**config.mk**
```make
export PLATFORM = sky130hd
export DESIGN_NAME = lnr_ram
export DESIGN_NICKNAME = d
export VERILOG_FILES = /design/src/rtl/core/lnr_ram.sv
export SDC_FILE = /design/constraint.sdc
export NUM_CORES = 1
export LEC_CHECK = 0
export BUFFER_PORTS_ARGS = -buffer_cell sky130_fd_sc_hd__buf_2
export CELL_PAD_IN_SITES_DETAIL_PLACEMENT = 1
export CELL_PAD_IN_SITES_GLOBAL_PLACEMENT = 1
export CORE_ASPECT_RATIO = 2
export CORE_MARGIN = 8
export CORE_UTILIZATION = 34
export CTS_CLUSTER_DIAMETER = 50
export DETAILED_ROUTE_END_ITERATION = 8
export GPL_ROUTABILITY_DRIVEN = 0
export PLACE_DENSITY_LB_ADDON = 0.1
export SKIP_LAST_GASP = 1
export SYNTH_ARGS = -nofsm -noshare
export SYNTH_HDL_FRONTEND = slang
export SYNTH_SLANG_ARGS = --single-unit
```
**constraint.sdc**
```tcl
create_clock -name clk -period 1.5 [get_ports clk]
set_input_delay 0.15 -clock clk [delete_from_list [all_inputs] [get_ports clk]]
set_output_delay 0.15 -clock clk [all_outputs]
set_load 0.03 [all_outputs]
```
**src/rtl/core/lnr_ram.sv**
```systemverilog
// ----------------------------------------------------------------------------
// lnr_ram: generic single write, single read RAM
// Registered read data: rdata shows the word at raddr in the cycle after.
// ----------------------------------------------------------------------------
`default_nettype none
module lnr_ram #(
  parameter int WIDTH = 8,
  parameter int DEPTH = 16
) (
  input  wire logic                     clk,
  input  wire logic                     we,
  input  wire logic [$clog2(DEPTH)-1:0] waddr,
  input  wire logic [WIDTH-1:0]         wdata,
  input  wire logic [$clog2(DEPTH)-1:0] raddr,
  output logic      [WIDTH-1:0]         rdata
);
  logic [WIDTH-1:0] mem [DEPTH];

  always_ff @(posedge clk) begin
    if (we) begin
      mem[waddr] <= wdata;
    end
    rdata <= mem[raddr];
  end
endmodule
`default_nettype wire

```
# Yosys cells after proc, flatten, opt, wreduce, memory -nomap -nowiden
# Memories as Yosys holds them, arrays and structs flattened. A register that Yosys moved wholly into a read port is not among the register bits.
# Index checks and enable logic that the tools add are counted.
[op_classes]
addsub = 0
n_lt_le_gt_ge = 0
n_shift = 0
n_reduce_logical = 0
eq_ne = 0
n_mul = 0
bitwise_logic = 0
n_div = 0
mux = 2
[ops]
columns = ["op", "n"]
rows = [
  ["2-to-1 mux 1 bit", 2],
]
[totals]
romBits = 0
elab_cells = 3
latch_bits = 0
reg_bits = 0
mem_bits_rw = 128
mem_count = 1
output_inout_bits = 8
input_bits = 18
[memory_table]
columns = ["memory", "words", "word_bits", "read_ports", "rd_ports_with_merged_regs", "write_ports", "line_no", "text"]
rows = [
  ["mem", 16, 8, 1, 1, 1, "17", "logic [WIDTH-1:0] mem [DEPTH];"],
]

# Longest topological paths before layout
# Gate-level depths: netlist of run 1.
[logic_depth]
ltp_word = 2
mapped_depth = 5
depth_no_buf = 3

# Worst setup path after synthesis of run 1
# OpenSTA, ideal clock, no wires.
[synth_timing]
path_kind = "input port to flip-flop"
from = "input waddr[2]"
to = "memory mem[0][0] (enable)"
path_stages = 2
setup_slack_ns = -0.143
t_arrival_ns = 1.260
t_required_ns = 1.117
setup_ns = 0.383
path_buffers = 0
cell_sequence = "or3b_2 nor3_1"
[synth_lines]
columns = ["element", "line_no", "text"]
rows = [
  ["from (decl)", "12", "input wire logic [$clog2(DEPTH)-1:0] waddr,"],
  ["to (decl)", "17", ""],
]
# No word-level cell before the write port.

==> impl_metrics.csv, run 1 <==
group,metric,value,unit
clock_network,cts.sink_count,136,
setup_path,crit_type,"reg2reg",
logic_synthesis,synth_seq_cells,136,
clock_network,insertion_delay,0.41,ns
clock_network,cts_buffers,17,
sta,fin_crit_sh,90.1,%
sta,fmax,740,MHz
logic_synthesis,synthMuxAreaShare,15.0,%
pwr,p_per_area,1440,nW/um^2
sta,rsz0062_at_grt,"no",
setup_path,path_max_fanout,1,
sta,whs,0.130,ns
layout,fillers,1451,
logic_synthesis,synth_top_cell_by_area,"edfxtp_1",
logic_synthesis,ys_warn_count,0,
logic_synthesis,netlist_top_cells_area,"edfxtp_1, mux4_2, mux4_1",
setup_path,crit_path_start_kind,"flop",
pwr,clockPowerShare,47.5,%
clock_network,cts_resized,0,
min_path,hp-class,"in2reg",
drt,wire_per_inst,22.8,um
layout,area_growth,21.9,%
pwr,p_seq_share,47.4,%
sta,skew,0.00709,ns
drt,drc,0,
logic_synthesis,synth_compound_area_share,2.33,%
setup_path,startpoint,"mem[1][0]$_DFFE_PP_",
floorplan,fp.dieH,190,um
sta,slew_viol_final,0,
sta,setup_viol,0,
logic_synthesis,synth-simple-area-share,3.18,%
drt,totalWireLength,11300,um
floorplan,initial_core_util,34.7,%
global_route,grt_overflow,0,
placed_design,dpl.cell_count,465,
clock_network,cts_hold_buffers,0,
setup_path,critical_path.endpoint,"rdata[0]$_DFF_P_",
pwr,sw_frac_of_total,20.2,%
pwr,leakage,2.13,nW
clock_network,max-clock-path-buffers,2,
logic_synthesis,syn_area,5150,um^2
sta,slew_headroom,45.7,%
pwr,ir_drop,0.711,mV
setup_path,timing.rr.start,"mem[1][0]$_DFFE_PP_",
logic_synthesis,synth-xor-area-share,0,%
clock_network,post_cts_buffers,0,
global_route,grt_pass1_vias,2786,
flow_run,max_cap_violations,0,
setup_path,critPathArrivalTime,1.64,ns
logic_synthesis,synth.avg_cell_area,22.5,um^2
drt,final_antenna_net_count,0,
clock_network,cts_tree,"built",
setup_path,worstReg2RegEnd,"rdata[0]$_DFF_P_",
drt,vias_per_cell,4.87,
floorplan,die_area,19600,um^2
status,status,"finished, final reports clean",
min_path,min_delay_path_depth,1,
floorplan,die_w,103,um
sta,finalSetupTns,0,ns
setup_path,required,1.79,ns
layout,finalNetCount,307,
floorplan,pin_count,26,
placed_design,dp_hpwl,7760,um
sta,worst_slew_pin_slew,0.813,ns
logic_synthesis,synth_top_family_by_area,"multiplexers",
global_route,grt_usage,12.8,%
logic_synthesis,synth_cells,229,
logic_synthesis,ys_seq_area_share,77.8,%
logic_synthesis,synth_adder_area_share,0,%
floorplan,rows,63,
setup_path,r2r_cells,3,
floorplan,coreArea,14800,um^2
logic_synthesis,synth_top_area_share,74.7,%
setup_path,reg2reg_slack,0.15,ns
sta,finalHoldViolCount,0,
layout,final_cells,497,
logic_synthesis,synth_cell_types,19,
pwr,p_comb_share,5.1,%
pwr,p_sw,0.00182,W
layout,n_antenna_cell,0,
global_route,grt_pass1_wl,17400,um
drt,route.vias.total,2422,
global_route,grt_max_degree,23,
clock_network,htree_levels,4,
logic_synthesis,syn-num-nets,247,
pwr,internal-power,0.00719,W
drt,drt_iter0_drc,98,
setup_path,worstSetupEndpointType,"flop",
layout,drive_gt1_share,33.4,%
global_route,grt_antenna_before_repair,0,
clock_network,cts.clk_slew.worst_paths,0.06,ns
sta,min_period,1.35,ns
placed_design,portBuffers,25,
clock_network,cts_root_buf,"clkbuf_16",
drt,first_pass_iters,5,
[state kept, by name (all words and copies together), names as in the netlist]
signal  count
mem       128
rdata       8
[worst min-delay path by stage]
stage | from | to | slack [ns]
floorplan | wdata[0] | mem[0][0]$_DFFE_PP_ | 0.25
global placement | wdata[4] | mem[2][4]$_DFFE_PP_ | 0.55
detailed placement | wdata[7] | mem[12][7]$_DFFE_PP_ | 0.55
CTS | wdata[7] | mem[6][7]$_DFFE_PP_ | 0.12
global route | wdata[7] | mem[12][7]$_DFFE_PP_ | 0.13
finish | wdata[4] | mem[3][4]$_DFFE_PP_ | 0.13
[power groups by stage]
stage | clock [W] | sequential (W) | combinational [W]
2_1_floorplan | 0 | 0.00440 | 0.000216
5_1_grt | 0.00451 | 0.00428 | 0.000498
3_3_place_gp | 0 | 0.00435 | 0.000463
3_5_place_dp | 0 | 0.00435 | 0.000471
4_1_cts | 0.00437 | 0.00427 | 0.000472
6_report | 0.00428 | 0.00427 | 0.000456
[cell usage after synthesis (all sizes together)]
| library cell | n |
|---|---|
| nand3 | 1 |
| nand2 | 9 |
| dfxtp | 8 |
| a22oi | 16 |
| nand2b | 2 |
| clkdlybuf4s25 | 3 |
| edfxtp | 128 |
| or3b | 1 |
| nand3b | 2 |
| and2 | 1 |
| buf | 7 |
| mux4 | 32 |
| nor3 | 4 |
| nor2b | 1 |
| and2b | 1 |
| nor2 | 13 |
[cell type report]
class / count / area, um^2 / area share (%)
clock buffers: 22 / 474 / 7.56
flip-flops and latches: 136 / 4000 / 63.8
clock inverters: 10 / 143 / 2.27
multi-input cells: 83 / 1060 / 16.9
well taps: 195 / 244 / 3.89
repair buffers: 51 / 345 / 5.51
[placed cells by master (no fill, tap or decap), types with 4 or more instances in the layout]
cell type	n
edfxtp_1	128
buf_2	25
buf_4	24
mux4_2	18
clkbuf_16	17
a22oi_1	16
mux4_1	14
nor2_1	13
nand2_1	9
dfxtp_1	8
clkinvlp_4	4
[layer usage]
layer / up-vias / routed length (um) / track usage, %
li1: 1091 / - / -
met1: 1285 / 4320 / 13.1
met2: 36 / 6590 / 23.9
met3: 10 / 283 / 2.89
met4: 0 / 132 / 5.05
met5: - / 0 / 0
[kinds of logic after synthesis]
logic type,count (synthesis)
compound gates,16
flops,136
simple gates,35
mux,32
buf+inv,10
[worst max-delay path, stage by stage, from the launching register on]
cell and delay, ns:
edfxtp_1 0.36, mux4_1 0.53, a22oi_1 0.27, nand2_1 0.08
[stage by stage]
stage	instance area, um^2	setup WS (ns)	util, %	power (W)
floorplan	5150	0.0839	-	0.00461
global placement	5660	-0.0998	38.2	0.00481
detailed placement	5660	-0.128	38.2	0.00482
CTS	6270	0.122	42.3	0.00911
global route	6270	0.0394	42.3	0.00929
finish	6270	0.148	42.3	0.00901
No activity file was read; power rests on OpenSTA's default activity.
==> run 2, diff against run 1 <==
--- a/config.mk
+++ b/config.mk
@@ -5,6 +5,7 @@
 export SDC_FILE = /design/constraint.sdc
 export NUM_CORES = 1
 export LEC_CHECK = 0
+export ABC_AREA = 1
 export BUFFER_PORTS_ARGS = -buffer_cell sky130_fd_sc_hd__buf_2
 export CELL_PAD_IN_SITES_DETAIL_PLACEMENT = 1
 export CELL_PAD_IN_SITES_GLOBAL_PLACEMENT = 1
==> impl_metrics.csv, run 2 <==
group,metric,value,unit
layout,top_register,"mem",
global_route,grt_pass1_vias,4200,
min_path,hp-class,"in2reg",
setup_path,path_max_fanout,1,
drt,drt_iter0_drc,142,
pwr,p_per_area,1330,nW/um^2
layout,post-route-cell-area,6840,um^2
clock_network,insertion_delay,0.41,ns
logic_synthesis,ys_warn_count,0,
logic_synthesis,syn-num-nets,569,
drt,wl_met2,8770,um
logic_synthesis,synth-simple-area-share,21.0,%
clock_network,cts_buffers,17,
clock_network,max-clock-path-buffers,2,
drt,top_layer_used,"met4",
placed_design,portBuffers,25,
logic_synthesis,synth_top_area_share,66.7,%
sta,min_period,1.19,ns
pwr,ir_drop,0.708,mV
setup_path,critical_path.slowest_cell,"dfxtp_1",
pwr,internal-power,0.00720,W
setup_path,worstSetupEndpointType,"primary output",
sta,finalHoldViolCount,0,
sta,slew_headroom,68.1,%
layout,final_cells,819,
setup_path,crit_family,"flip-flops",
global_route,grt_overflow,0,
pwr,sw_frac_of_total,21.2,%
logic_synthesis,synth.most_common_cell,"nand2_1",
setup_path,cp_cell_sequence,"buf_2",
logic_synthesis,synth_top_cell_by_area,"edfxtp_1",
layout,n_antenna_cell,0,
clock_network,cts_root_buf,"clkbuf_16",
pwr,clockPowerShare,46.7,%
clock_network,cts_hold_buffers,0,
layout,drive_gt1_share,13.7,%
drt,totalWireLength,15800,um
layout,largest_register_ffs,128,
setup_path,worst-path-buf-inv,1,
pwr,p_seq_share,46.9,%
layout,final_cell_mix,"nand2_1, edfxtp_1, inv_1",
logic_synthesis,synth-xor-area-share,0,%
clock_network,cts_resized,0,
sta,fmax,844,MHz
logic_synthesis,synth_seq_cells,136,
logic_synthesis,synth_edf_count,128,
placed_design,place_area,6230,um^2
global_route,grt_pass1_wl,24500,um
logic_synthesis,ys_seq_area_share,69.4,%
floorplan,fp.dieH,200,um
drt,wl_met1,6220,um
logic_synthesis,netlist_top_cells_area,"edfxtp_1, nand2_1, nand3_1",
pwr,leakage,2.97,nW
logic_synthesis,synth_cell_types,12,
logic_synthesis,synth_compound_area_share,0,%
floorplan,coreArea,16700,um^2
clock_network,cts.clk_slew.worst_paths,0.06,ns
pwr,p_comb_share,6.4,%
sta,fin_crit_sh,79.0,%
layout,reg_top3,"mem x128, rdata x8",
floorplan,rows,67,
layout,fillers,1866,
logic_synthesis,synth.avg_cell_area,10.5,um^2
clock_network,post_cts_buffers,0,
sta,finalSetupTns,0,ns
global_route,grt_usage,15.6,%
drt,vias_per_cell,4.70,
layout,finalNetCount,617,
setup_path,crit_type,"reg2out",
setup_path,worst_path_largest_cell_delay,0.39,ns
floorplan,pin_count,26,
setup_path,crit_path_start_kind,"flop",
clock_network,htree_levels,4,
layout,area_growth,18.6,%
placed_design,dpl.cell_count,787,
floorplan,die_w,108,um
global_route,grt_max_degree,48,
status,status,"finished, final reports clean",
drt,drc,0,
setup_path,critPathArrivalTime,1.04,ns
drt,first_pass_iters,4,
drt,final_antenna_net_count,0,
logic_synthesis,synth_top_flop_cell,"edfxtp_1",
logic_synthesis,synth_common_cells,"nand2_1, edfxtp_1, inv_1, nand3_1, nor2_1",
drt,dr_wl_met3,453,um
flow_run,max_cap_violations,0,
logic_synthesis,synthMuxAreaShare,0,%
logic_synthesis,async_flop_share,0,%
drt,wire_per_inst,19.3,um
clock_network,cts.sink_count,136,
logic_synthesis,synth_cells,551,
logic_synthesis,syn_area,5770,um^2
logic_synthesis,synth_top_family_by_area,"simple AND/OR/NAND/NOR gates",
placed_design,preCtsSetupSlack,0.188,ns
sta,worst_slew_pin_slew,0.478,ns
setup_path,required,1.35,ns
floorplan,initial_core_util,34.6,%
pwr,p_sw,0.00193,W
sta,rsz0062_at_grt,"no",
clock_network,cts_tree,"built",
global_route,grt_antenna_before_repair,0,
sta,skew,0.00653,ns
layout,final_common_cell,"nand2_1",
sta,setup_ws,0.315,ns
sta,slew_viol_final,0,
sta,setup_viol,0,
logic_synthesis,synth_adder_area_share,0,%
placed_design,dp_hpwl,10500,um
floorplan,die_area,21600,um^2
sta,whs,0.129,ns
drt,route.vias.total,3852,
[run 2: changes by cell type in the layout (fill, tap and decap cells not counted), sizes merged, moves of 3 or more]
cell	delta
inv	+100
nand2	+164
nor3	-4
a22oi	-16
nand3	+96
mux4	-32
nor2	+4
clkinvlp	-3
clkinv	+3
[run 2: stage by stage]
step	util, %	total power [W]
2_1_floorplan	-	0.00470
3_3_place_gp	37.4	0.00495
3_5_place_dp	37.4	0.00496
4_1_cts	41.0	0.00923
5_1_grt	41.0	0.00942
6_report	41.0	0.00913
[run 2: area by class of cell]
cell class                 instances  area (um^2)  share of cell area, %
tap                              207          259                   3.79
inverter                         102          383                   5.60
clock buffer                      24          492                   7.19
multi-input combinational        289         1210                   17.7
sequential                       136         4000                   58.5
clock inverter                     8          118                   1.72
timing repair buffer              53          373                   5.45
[run 2: logic make-up (layout without fill, tap and decap cells)]
logic type | after synthesis | after routing
buf+inv | 126 | 187
flops | 136 | 136
simple gates | 289 | 289
[run 2: final timing paths]
check / startpoint / to / slack, ns / depth (start not counted)
worst min register to register: mem[2][3]$_DFFE_PP_ / rdata[3]$_DFF_P_ / 0.66 / 6
worst max-delay path: rdata[3]$_DFF_P_ / rdata[3] / 0.31 / 1
worst min-delay path: wdata[4] / mem[8][4]$_DFFE_PP_ / 0.13 / 1
worst max register to register: mem[12][7]$_DFFE_PP_ / rdata[7]$_DFF_P_ / 0.46 / 6
[run 2: power by group through the flow]
stage | registers (W) | logic (W) | clock network [W]
finish | 0.00428 | 0.000588 | 0.00426
floorplan | 0.00440 | 0.000300 | 0
detailed placement | 0.00436 | 0.000604 | 0
global placement | 0.00436 | 0.000594 | 0
CTS | 0.00428 | 0.000607 | 0.00434
global route | 0.00429 | 0.000659 | 0.00447
[run 2: layer usage]
metal | track usage (%) | vias to the layer above
met3 | 3.50 | 21
li1 | - | 1865
met4 | 5.94 | 0
met1 | 16.8 | 1914
met5 | 0 | -
met2 | 28.3 | 52
