`config.mk`:
```
export PLATFORM = sky130hd
export DESIGN_NAME = lnr_div
export DESIGN_NICKNAME = d
export VERILOG_FILES = /design/src/rtl/core/lnr_pkg.sv /design/src/rtl/core/lnr_div.sv
export SDC_FILE = /design/constraint.sdc
export NUM_CORES = 1
export LEC_CHECK = 0
export BUFFER_PORTS_ARGS = -buffer_cell sky130_fd_sc_hd__buf_4
export CAP_MARGIN = 0
export CORE_UTILIZATION = 34
export DETAILED_ROUTE_END_ITERATION = 10
export REMOVE_ABC_BUFFERS = 1
export SYNTH_ARGS = -nofsm -noshare
export SYNTH_HDL_FRONTEND = slang
export SYNTH_SLANG_ARGS = --single-unit
```
`constraint.sdc`:
```
create_clock -name clk -period 3.9 [get_ports clk]
set_clock_uncertainty 0.15 [all_clocks]
set_input_delay 0.39 -clock clk [delete_from_list [all_inputs] [get_ports clk]]
set_output_delay 0.39 -clock clk [all_outputs]
set_load 0.02 [all_outputs]
```
`src/rtl/core/lnr_pkg.sv`:
```
// ----------------------------------------------------------------------------
// lnr_pkg: shared constants and types for the row layer normaliser
// Widths of the row store, the serial divider and the link between them.
// ----------------------------------------------------------------------------
`default_nettype none
package lnr_pkg;

  localparam int MAX_ROW   = 64;
  localparam int ADDR_W    = $clog2(MAX_ROW);
  localparam int CNT_W     = ADDR_W + 1;
  localparam int DATA_W    = 16;
  localparam int CFG_W     = 7;
  localparam logic [CFG_W-1:0] ROW_LEN_RESET = CFG_W'(MAX_ROW);
  localparam int SUM_W     = 23;
  localparam int STORE_W   = 3 * DATA_W;

  // serial divider: dividend is left aligned, quotient ends in the low bits
  localparam int DIV_W     = 39;
  localparam int DSR_W     = 16;
  localparam int STEP_W    = 6;
  localparam logic [STEP_W-1:0] MEAN_STEPS = STEP_W'(22);
  localparam logic [STEP_W-1:0] VAR_STEPS  = STEP_W'(39);
  localparam logic [STEP_W-1:0] NORM_STEPS = STEP_W'(24);

  typedef struct packed {
    logic              start;
    logic [STEP_W-1:0] steps;
    logic [DIV_W-1:0]  dividend;
    logic [DSR_W-1:0]  divisor;
  } div_req_t;

  typedef struct packed {
    logic             busy;
    logic             done;
    logic [DIV_W-1:0] quotient;
  } div_rsp_t;

endpackage
`default_nettype wire

```
`src/rtl/core/lnr_div.sv`:
```
// ----------------------------------------------------------------------------
// lnr_div: restoring serial divider, one quotient bit per cycle
// Unsigned; the caller aligns the dividend to the top and picks the step count.
// ----------------------------------------------------------------------------
`default_nettype none
module lnr_div (
  input  wire logic              clk,
  input  wire logic              rst,
  input  wire lnr_pkg::div_req_t req,
  output lnr_pkg::div_rsp_t      rsp
);
  import lnr_pkg::*;

  logic [DIV_W-1:0]  dq;
  logic [DSR_W-1:0]  rem;
  logic [DSR_W-1:0]  dsr;
  logic [STEP_W-1:0] cnt;
  logic              busy;
  logic              done;
  logic [DSR_W:0]    trial;
  logic              ge;

  assign trial = {rem, dq[DIV_W-1]};
  assign ge    = trial >= {1'b0, dsr};

  always_ff @(posedge clk) begin
    if (rst) begin
      busy <= 1'b0;
      done <= 1'b0;
      cnt  <= '0;
    end else begin
      if (req.start) begin
        busy <= 1'b1;
        done <= 1'b0;
        cnt  <= req.steps;
        dq   <= req.dividend;
        dsr  <= req.divisor;
        rem  <= '0;
      end else if (busy) begin
        rem  <= ge ? DSR_W'(trial - {1'b0, dsr}) : trial[DSR_W-1:0];
        dq   <= {dq[DIV_W-2:0], ge};
        cnt  <= cnt - 1'b1;
        done <= (cnt == STEP_W'(1));
        if (cnt == STEP_W'(1)) begin
          busy <= 1'b0;
        end
      end else begin
        done <= 1'b0;
      end
    end
  end

  assign rsp.busy     = busy;
  assign rsp.done     = done;
  assign rsp.quotient = dq;
endmodule
`default_nettype wire

```
After elaboration in Yosys (flattened, before gate mapping)
Cells that the tools add are included.
- word-level logic and storage cells: 25
- register bits after elaboration: 79
- reduce and logical (&&, ||, !) cells: 4
- magnitude comparators: 1
- multiplexer cells: 9
- equal/unequal tests: 1
- add/subtract/negate cells: 2
- bitwise gates (word level): 2
- operator list (operator ; count):
    2-to-1 mux 39 bit ; 2
    2-to-1 mux 16 bit ; 2
    greater-or-equal comparator 17 x 16 -> 1 bit ; 1
    subtractor 16 bit ; 1
    2-to-1 mux 6 bit ; 2
    equality test 6 x 1 -> 1 bit (second input constant) ; 1
    subtractor 6 x 1 -> 6 bit (second input constant) ; 1
    AND reduction 2 bit ; 2
    2-to-1 mux 1 bit ; 3
    OR reduction 3 bit ; 1
    inverter 1 bit ; 2
    nonzero test 2 bit ; 1

Longest topological paths before layout
Gate-level depths: netlist (run 1).
- depth in word-level cells: 4
- depth in mapped cells: 10

Least setup slack after synthesis (run 1)
OpenSTA, ideal clock, no wires.
- kind: input-to-reg
- from: in req[61] (netlist name)
- to: reg dq[0] (enable)
- stages on the path: 4
- buffers on the path: 2
- data arrival time: 3.344 ns
- data required time: 3.282 ns
- library setup time: 0.468 ns
- slack: -0.062 ns
- path through: clkbuf_1 -> clkbuf_1 -> nor2_1 -> nor2_1
- cells in the longest elaborated chain, start to end: 2
- ends and longest elaborated chain (item ; line ; text):
    from (decl) ; lnr_div.sv:9 ; input wire lnr_pkg::div_req_t req,
    nonzero test 2 bit (no line) ; -- ;
    AND reduction 2 bit (no line) ; -- ;
    to (signal assigned) ; lnr_div.sv:36 ; dq <= req.dividend;
    to (signal assigned) ; lnr_div.sv:41 ; dq <= {dq[DIV_W-2:0], ge};
    to (decl) ; lnr_div.sv:14 ; logic [DIV_W-1:0] dq;
Every way passes these cells.
A chain may end at the register's enable or synchronous reset.

Worst setup path in the final report (run 1)
- from: reg rem[5]
- to: reg dq[0] (data pin)
- cells in the longest elaborated chain, start to end: 3
- ends and longest elaborated chain (item ; line ; text):
    from (decl) ; lnr_div.sv:15 ; logic [DSR_W-1:0] rem;
    from (signal assigned) ; lnr_div.sv:40 ; rem <= ge ? DSR_W'(trial - {1'b0, dsr}) : trial[DSR_W-1:0];
    greater-or-equal comparator 17 x 16 -> 1 bit ; lnr_div.sv:24 ; assign ge = trial >= {1'b0, dsr};
    2-to-1 mux 39 bit ; lnr_div.sv:39 ; end else if (busy) begin
    2-to-1 mux 39 bit ; lnr_div.sv:32 ; if (req.start) begin
Every way passes these cells. The select of a mux whose other input is x is not followed.

==> results of run 1 <==
[worst paths after layout]
kind,start,cells after the start,end
min,req[6],1,dsr[6]
min reg2reg,dq[29],1,dq[30]
max,rem[5],7,dq[0]
max reg2reg,rem[5],7,dq[0]
[power breakdown]
group / total (mW) / switching [mW] / internal, mW
registers: 1.04 / 0.0367 / 1.01
logic: 0.551 / 0.300 / 0.251
clock network: 0.872 / 0.340 / 0.532
[kinds of logic (layout without fill, tap and decap cells)]
| kind of cell | Yosys count | count (layout) | synth area share [%] |
|---|---|---|---|
| buffers and inverters | 39 | 148 | 3.914 |
| multiplexers | 41 | 41 | 10.88 |
| flip-flops | 79 | 79 | 54.33 |
| AO/OA/AOI/OAI | 83 | 83 | 13.20 |
| XOR/XNOR | 13 | 13 | 2.699 |
| adder cells (fa/ha/maj) | 19 | 19 | 5.813 |
| AND/OR/NAND/NOR | 77 | 77 | 9.164 |
[state kept, by name (all words and copies together), names as in the netlist]
name / count
busy: 1
done: 1
cnt: 6
dsr: 16
dq: 39
rem: 16
[layout by cell type (no fill, tap or decap), drive strengths merged, types with 12 or more instances in the layout]
master and n:
buf 109, edfxtp 71, mux2 39, a21oi 25
nor2 23, inv 22, ha 18, nand3 13
nand2 13, o21ai 13, clkbuf 12
[per-stage QoR]
step,utilization (%),hold WS [ns]
global route,45.59,0.06503
CTS,45.59,0.06253
finish,45.59,0.07504
global placement,43.02,0.4025
floorplan,-,0.3091
detailed placement,43.02,0.4165
[per-layer routing]
| layer | GRT usage [%] | vias up |
|---|---|---|
| met5 | 0 | - |
| met4 | 7.895 | 0 |
| met3 | 5.951 | 17 |
| met2 | 24.74 | 124 |
| met1 | 21.05 | 1515 |
| li1 | - | 1530 |
[cell type report]
class | count | area (um2)
Sequential cell | 79 | 2292
Tap cell | 168 | 210.2
Timing Repair Buffer | 109 | 830.8
Clock inverter | 4 | 53.80
Clock buffer | 12 | 256.5
Multi-Input combinational cell | 233 | 1769
Fill cell | 1156 | 6563
Inverter | 23 | 86.33
[worst register-to-register path, stage by stage, from the launching register on]
cell,delay (ns)
edfxtp_1,0.40
ha_1,0.42
a21oi_1,0.19
o21ai_1,0.12
a31oi_1,0.43
a31o_1,0.51
nand2_2,0.24
mux2_2,0.32
==> results.yml, run 1 <==
setup_path:
  cp_max_fo: 11
  crit_buf_inv: 0
  r2r_setup_slack_ns: 0.87
  endpoint_kind: "flip-flop"
  cp.arrival_ns: 2.97
  critPathRequiredTime_ns: 3.84
  cp_top_family: "compound AO/OA/AOI/OAI gates"
  worstSetupStartpointType: "flip-flop"
  critical_path_class: "flip-flop to flip-flop"
  cp_cell_sequence: "ha_1 -> a21oi_1 -> o21ai_1 -> a31oi_1 -> a31o_1 -> nand2_2 -> mux2_2"
  slowest_delay_ns: 0.51
  cp_slowest_cell: "a31o_1"
power:
  power_mw: 2.468
  ir_drop_v: 0.0002966
  powerDensity_nw_per_um2: 448.8
  p_leak_nw: 2.202
routing:
  drt_first_pass_iters: 4
  routed_via_density: 5.073
  ant_nets: 0
  drcViolationCount: 0
  wl_met3_um: 899
  top_layer_used: "met4"
  met1_length_mm: 4.491
  wl_per_cell_um: 15.93
  drt_iter0_markers: 141
  vias: 3186
  wirelength_mm: 10.00
  wl_met2_mm: 4.379
sta:
  slew_viol_final: 0
  final-hold-violation-count: 0
  layout_setup_ws_ns: 0.8704
  fin_tns_setup_ns: 0
  setup_viol: 0
  fmax_mhz: 330.1
  rsz0062_at_grt: "false"
  worstMarginPinSlew_ns: 0.8043
  period_needed_ns: 3.030
  finalCritPeriodShare_pct: 77.68
  maxSlewHeadroom_pct: 46.25
grt:
  grt-ovfl-total: 0
  grt_pass1_vias: 3325
  grt_max_degree: 64
  grt_pass1_wl_mm: 16.43
  globalRouteTotalUtil_pct: 16.45
  antenna_found_initial: 0
clocking:
  cts_hold_buf: 0
  cts_sinks: 79
  clock_latency_ns: 0.34
  clockRootBuffer: "clkbuf_16"
  cts.repair_timing.setup_buffer_count: 0
  htreeDepth: 3
  clk_transition_reported_paths_ns: 0.07
  cts_buffers: 9
  clockBufferDepth: 2
  cts_resized: 0
  cts_tree: "done"
yosys:
  synthFlopType: "edfxtp_1"
  synth-seq-cells: 79
  yosysWarningCount: 0
  synthTopCellsByArea: "edfxtp_1 (51%), mux2_2 (10%), ha_1 (5.3%), dfxtp_1 (3.8%), a21oi_1 (2.8%)"
  post_synth.cell_area_avg_um2: 12.02
  seq_area_frac_synth_pct: 54.33
  synth_cell_types: 54
  syn_inst: 351
  synth.most_common_cell: "edfxtp_1"
  synth_edf_count: 71
  synth_top_area_share_pct: 50.53
  syn_area_um2: 4219
  synth_async_sr_flop_share_pct: 0
  synth_area_leader_cell: "edfxtp_1"
  synth_common_cells: "edfxtp_1 (71), mux2_2 (39), a21oi_1 (24)"
cells_and_area:
  drive_gt1_share_pct: 37.39
  stdcell_count: 628
  diodes: 0
  area_delta_synth_final_pct: 30.34
  num-nets-final: 538
  finalInstanceArea_um2: 5499
die:
  io_pins: 105
  die_area_um2: 12860
  start_util_pct: 34.98
  die_x_um: 113.4
  core_um2: 12060
  die_y_um: 113.4
  row_count: 40
place:
  port_buffers: 104
  place_hpwl_mm: 7.025
  dp_slack_ns: 0.9047
  gp_congestion: 0.8745
  dp_cells: 612
  placed_area_um2: 5189
min_path:
  hold_class: "input port to flip-flop"
run:
  drv_cap: 0
outcome:
  outcome: "finished, final reports clean"
No activity file was read; power rests on OpenSTA's default activity.
==> inputs of run 2 (changes only) <==
==> constraint.sdc (replaced) <==
create_clock -name clk -period 2.7 [get_ports clk]
set_clock_uncertainty 0.15 [all_clocks]
set_input_delay 0.27 -clock clk [delete_from_list [all_inputs] [get_ports clk]]
set_output_delay 0.27 -clock clk [all_outputs]
set_load 0.02 [all_outputs]
==> run 2 against run 1 <==
Effect of this change:
- die area did not move
- worst hold slack got worse by 0.061 ns
- clock power rose by 50%
- cell count rose by 4.0%
==> results.yml, run 2 (synthesis gave the netlist of run 1 again) <==
outcome:
  outcome: "finished, final reports clean"
routing:
  ant_nets: 0
  drt_iter0_markers: 211
  vias: 3263
  wirelength_mm: 10.07
  routed_via_density: 4.997
  drcViolationCount: 0
  drt_first_pass_iters: 4
  wl_per_cell_um: 15.42
grt:
  antenna_found_initial: 0
  grt-ovfl-total: 0
  grt_max_degree: 56
  grt_pass1_vias: 3368
  globalRouteTotalUtil_pct: 16.64
  grt_pass1_wl_mm: 16.33
setup_path:
  r2r_setup_slack_ns: 0.11
  cp_max_fo: 10
  critical_path_class: "flip-flop to flip-flop"
  cp_slowest_cell: "ha_1"
  slowest_delay_ns: 0.46
  critPathRequiredTime_ns: 2.76
  worstSetupStartpointType: "flip-flop"
  cp_cell_sequence: "ha_1 -> and3_2 -> nand4_1 -> a31o_1 -> buf_4 -> a211o_1 -> a21oi_2"
  endpoint_kind: "flip-flop"
  cp.arrival_ns: 2.65
sta:
  finalCritPeriodShare_pct: 95.99
  final-hold-violation-count: 0
  fin_tns_setup_ns: 0
  worstMarginPinSlew_ns: 0.4540
  rsz0062_at_grt: "false"
  fmax_mhz: 385.8
  slew_viol_final: 0
  maxSlewHeadroom_pct: 69.30
  setup_viol: 0
  period_needed_ns: 2.592
  hold_slack_ns: 0.01394
power:
  powerDensity_nw_per_um2: 635.5
  ir_drop_v: 0.0003886
  power_mw: 3.669
  p_leak_nw: 2.324
die:
  die_y_um: 113.4
  core_um2: 12060
  die_area_um2: 12860
  start_util_pct: 34.98
  row_count: 40
  io_pins: 105
  die_x_um: 113.4
cells_and_area:
  multi_input_area_um2: 1803
  final_cell_mix: "buf_4 (116), edfxtp_1 (71), mux2_2 (39)"
  fill_cells: 1102
  diodes: 0
  regArea_um2: 2292
  largest_reg_flops: 39
  drive_gt1_share_pct: 38.35
  finalInstanceArea_um2: 5773
  stdcell_count: 653
  final_common_cell: "buf_4"
  area_delta_synth_final_pct: 36.83
  num-nets-final: 563
  top_register: "dq"
  top_regs: "dq x39, dsr x16, rem x16"
clocking:
  cts_tree: "done"
  clockBufferDepth: 2
  cts_sinks: 79
  clock_latency_ns: 0.34
  clk_transition_reported_paths_ns: 0.06
  htreeDepth: 3
  clockRootBuffer: "clkbuf_16"
  cts_buffers: 9
place:
  dp_cells: 619
  placed_area_um2: 5241
  port_buffers: 104
  gp_congestion: 0.8693
  place_hpwl_mm: 7.257
run:
  drv_cap: 0
min_path:
  hold_class: "input port to flip-flop"
-- run 2: cell types whose count changed in the layout (fill, tap and decap cells not counted), sizes merged --
cell | before | now
inv | 22 | 24
dlygate4sd3 | 0 | 17
clkinv | 2 | 4
buf | 109 | 117
clkbuf | 12 | 9
bufinv | 1 | 2
clkinvlp | 2 | 0
-- run 2: worst max-delay path, delay by kind of cell (launching register included) --
kind / cells / cell delay (ns)
compound gates: 3 / 0.74
buf+inv: 1 / 0.18
flops: 1 / 0.41
fa+ha+maj: 1 / 0.46
simple gates: 2 / 0.51
-- run 2: layout make-up --
type / instances / area share, %
inverter: 23 / 1.495
clock inverter: 7 / 1.647
tap: 168 / 3.641
clock buffer: 9 / 3.901
sequential: 79 / 39.71
timing repair buffer: 134 / 18.38
multi-input combinational: 233 / 31.23
-- run 2: report_power, final --
part	switching (mW)	total [mW]	internal, mW
clock	0.497	1.31	0.812
combinational	0.452	0.850	0.398
sequential	0.0537	1.51	1.46
-- run 2: timing repair --
item                                   4_1_cts  5_1_grt
hold buffers                                17        0
buffers inserted                             0        1
setup endpoints to repair                    0       13
endpoints found under the hold margin       17        0
resized for setup                            0        9
-- run 2: path summary, 6_finish.rpt --
| check | start | end | cells after the start |
|---|---|---|---|
| setup reg to reg | rem[5] | rem[5] | 7 |
| setup / recovery | rem[5] | rem[5] | 7 |
| hold reg to reg | cnt[5] | busy | 2 |
| hold / removal | req[58] | cnt[3] | 3 |
-- run 2: through the flow --
step                      setup WS [ns]  utilization (%)
after floorplan                 -0.8502                -
after global placement           0.1373            43.45
after detailed placement        0.09976            43.45
after CTS                       0.02777            47.52
after global routing           0.003330            47.86
final                            0.1083            47.86
-- run 2: layer usage --
layer	GRT usage, %	wire length [um]	up-vias
met3	6.429	872	14
met2	25.36	4590	137
met1	20.23	4412	1528
li1	-	-	1584
met5	0	0	-
met4	9.298	196	0
==> inputs of run 3 (changes only) <==
--- a/config.mk
+++ b/config.mk
@@ -5,10 +5,11 @@
 export SDC_FILE = /design/constraint.sdc
 export NUM_CORES = 1
 export LEC_CHECK = 0
-export BUFFER_PORTS_ARGS = -buffer_cell sky130_fd_sc_hd__buf_4
 export CAP_MARGIN = 0
 export CORE_UTILIZATION = 34
 export DETAILED_ROUTE_END_ITERATION = 10
+export DONT_BUFFER_PORTS = 1
+export PLACE_DENSITY = 0.58
 export REMOVE_ABC_BUFFERS = 1
 export SYNTH_ARGS = -nofsm -noshare
 export SYNTH_HDL_FRONTEND = slang
==> run 3 against run 2 <==
Effect of this change:
- worst setup slack gained 0.0050 ns
- worst hold slack lost 0.0023 ns
- combinational power shrank 14%
- register-to-register slack is essentially flat
- utilization shrank 2.6 points
- largest cell class unchanged
- sequential cell count is the same
- first-iteration DRC count is the same
- via count shrank 6.0%
- clock power shrank 3%
- non-clock buffer count shrank 56
==> results.yml, run 3 (synthesis gave the netlist of run 1 again) <==
grt:
  globalRouteTotalUtil_pct: 16.29
  grt_pass1_wl_mm: 16.27
  grt-ovfl-total: 0
  grt_pass1_vias: 3222
  antenna_found_initial: 0
  grt_max_degree: 45
power:
  p_clk_share_pct: 35.7
  share_comb_of_total_power_pct: 20.5
  powerDensity_nw_per_um2: 654.3
  ir_drop_v: 0.0003276
  internal_power_mw: 2.586
  seqPwrFrac_pct: 43.8
  p_switching_mw: 0.9871
  p_leak_nw: 2.017
  power_mw: 3.573
  power.share.switching_pct: 27.63
clocking:
  cts_tree: "done"
  clock_latency_ns: 0.34
  cts_sinks: 79
  clockBufferDepth: 2
  clockRootBuffer: "clkbuf_16"
  cts_buffers: 9
  htreeDepth: 3
  clk_transition_reported_paths_ns: 0.06
routing:
  vias: 3066
  routed_via_density: 5.136
  ant_nets: 0
  drcViolationCount: 0
  drt_iter0_markers: 211
  drt_first_pass_iters: 4
  wl_per_cell_um: 16.62
  wirelength_mm: 9.921
die:
  die_area_um2: 12860
  core_um2: 12060
  die_y_um: 113.4
  row_count: 40
  io_pins: 105
  die_x_um: 113.4
  start_util_pct: 34.98
min_path:
  hold_class: "input port to flip-flop"
  hp-start: "req[40]"
  hold_end: "dq[24]"
  holdPathStages: 1
cells_and_area:
  drive_gt1_share_pct: 20.05
  largest_reg_flops: 39
  final_cell_mix: "edfxtp_1 (71), dlygate4sd3_1 (62), mux2_2 (39)"
  num-nets-final: 507
  area_delta_synth_final_pct: 29.42
  diodes: 0
  regArea_um2: 2292
  multi_input_area_um2: 1803
  fill_cells: 1092
  final_common_cell: "edfxtp_1"
  top_register: "dq"
  final_util_pct: 45.27
  top_regs: "dq x39, dsr x16, rem x16"
sta:
  hold_slack_ns: 0.01165
  period_needed_ns: 2.587
  maxSlewHeadroom_pct: 43.72
  slew_viol_final: 0
  fin_tns_setup_ns: 0
  fmax_mhz: 386.6
  layout_setup_ws_ns: 0.1133
  rsz0062_at_grt: "false"
  final-hold-violation-count: 0
  finalCritPeriodShare_pct: 95.80
  setup_viol: 0
  worstMarginPinSlew_ns: 0.8415
place:
  dp_slack_ns: 0.08331
  gp_congestion: 0.8814
  port_buffers: 0
  place_hpwl_mm: 6.553
setup_path:
  r2r_end: "rem[5]"
  cp_cell_sequence: "ha_4 -> buf_4 -> and3_4 -> o21a_4 -> o2111ai_4 -> a31o_1 -> buf_4 -> a211o_1 -> a21oi_2"
  critical_path_class: "flip-flop to flip-flop"
  endpoint_kind: "flip-flop"
  timing.rr.start: "rem[3]"
  cp_common_cell: "buf_4"
  r2r_setup_slack_ns: 0.11
  critPathRequiredTime_ns: 2.73
  worstRegToRegCells: 9
  worstSetupStartpointType: "flip-flop"
  cp.arrival_ns: 2.62
  slowest_delay_ns: 0.43
  cp_slowest_cell: "edfxtp_1"
  cp_max_fo: 10
run:
  drv_cap: 0
outcome:
  outcome: "finished, final reports clean"
## run 3: cell type report
class	instances	share of cell area [%]
clock buffers	11	4.629
well taps	168	3.850
inverters	23	1.581
repair buffers	78	13.79
flip-flops and latches	79	41.98
clock inverters	5	1.146
multi-input cells	233	33.02
## run 3: timing repair
item	4_1_cts	5_1_grt
setup endpoints to repair	0	13
hold buffers	62	0
buffers inserted	0	2
gates resized for setup	0	7
hold endpoints to repair	70	0
## run 3: worst max path at each step
| stage | startpoint | to | slack [ns] | cells past startpoint |
|---|---|---|---|---|
| after global routing | rem[3] | rem[5] | 0.0008 | 9 |
| after CTS | rem[3] | rem[0] | 0.07 | 9 |
| after floorplan | busy | dq[0] | -0.85 | 2 |
| after detailed placement | rem[3] | rem[11] | 0.08 | 7 |
| final | rem[3] | rem[5] | 0.11 | 9 |
| after global placement | rem[3] | rem[11] | 0.07 | 7 |
## run 3: worst max-delay path: cells and delay by family (launching register included)
family	cells	cell delay, ns
AO/OA/AOI/OAI	5	1.05
flip-flops	1	0.43
buffers and inverters	2	0.31
adder cells (fa/ha/maj)	1	0.29
AND/OR/NAND/NOR	1	0.20
## run 3: power groups by stage
stage                     clock network (mW)  registers (mW)  logic (mW)
after floorplan                            0            1.57       0.464
after global placement                     0            1.59       0.624
after detailed placement                   0            1.59       0.622
after CTS                               1.31            1.56       0.708
after global routing                    1.35            1.57       0.810
final                                   1.27            1.57       0.733
## run 3: layer usage
metal / wire, um / share of wire, % / global-route usage (%)
met4: 173 / 1.7 / 6.842
met3: 826 / 8.3 / 4.888
met1: 4305 / 43 / 20.21
met2: 4616 / 47 / 26.50
met5: 0 / 0 / 0
## run 3: stage by stage
step / std cells / instance area [um2]
final: 597 / 5460
after global routing: 597 / 5460
after CTS: 595 / 5411
after detailed placement: 517 / 4476
after global placement: 517 / 4476
after floorplan: 335 / 4140
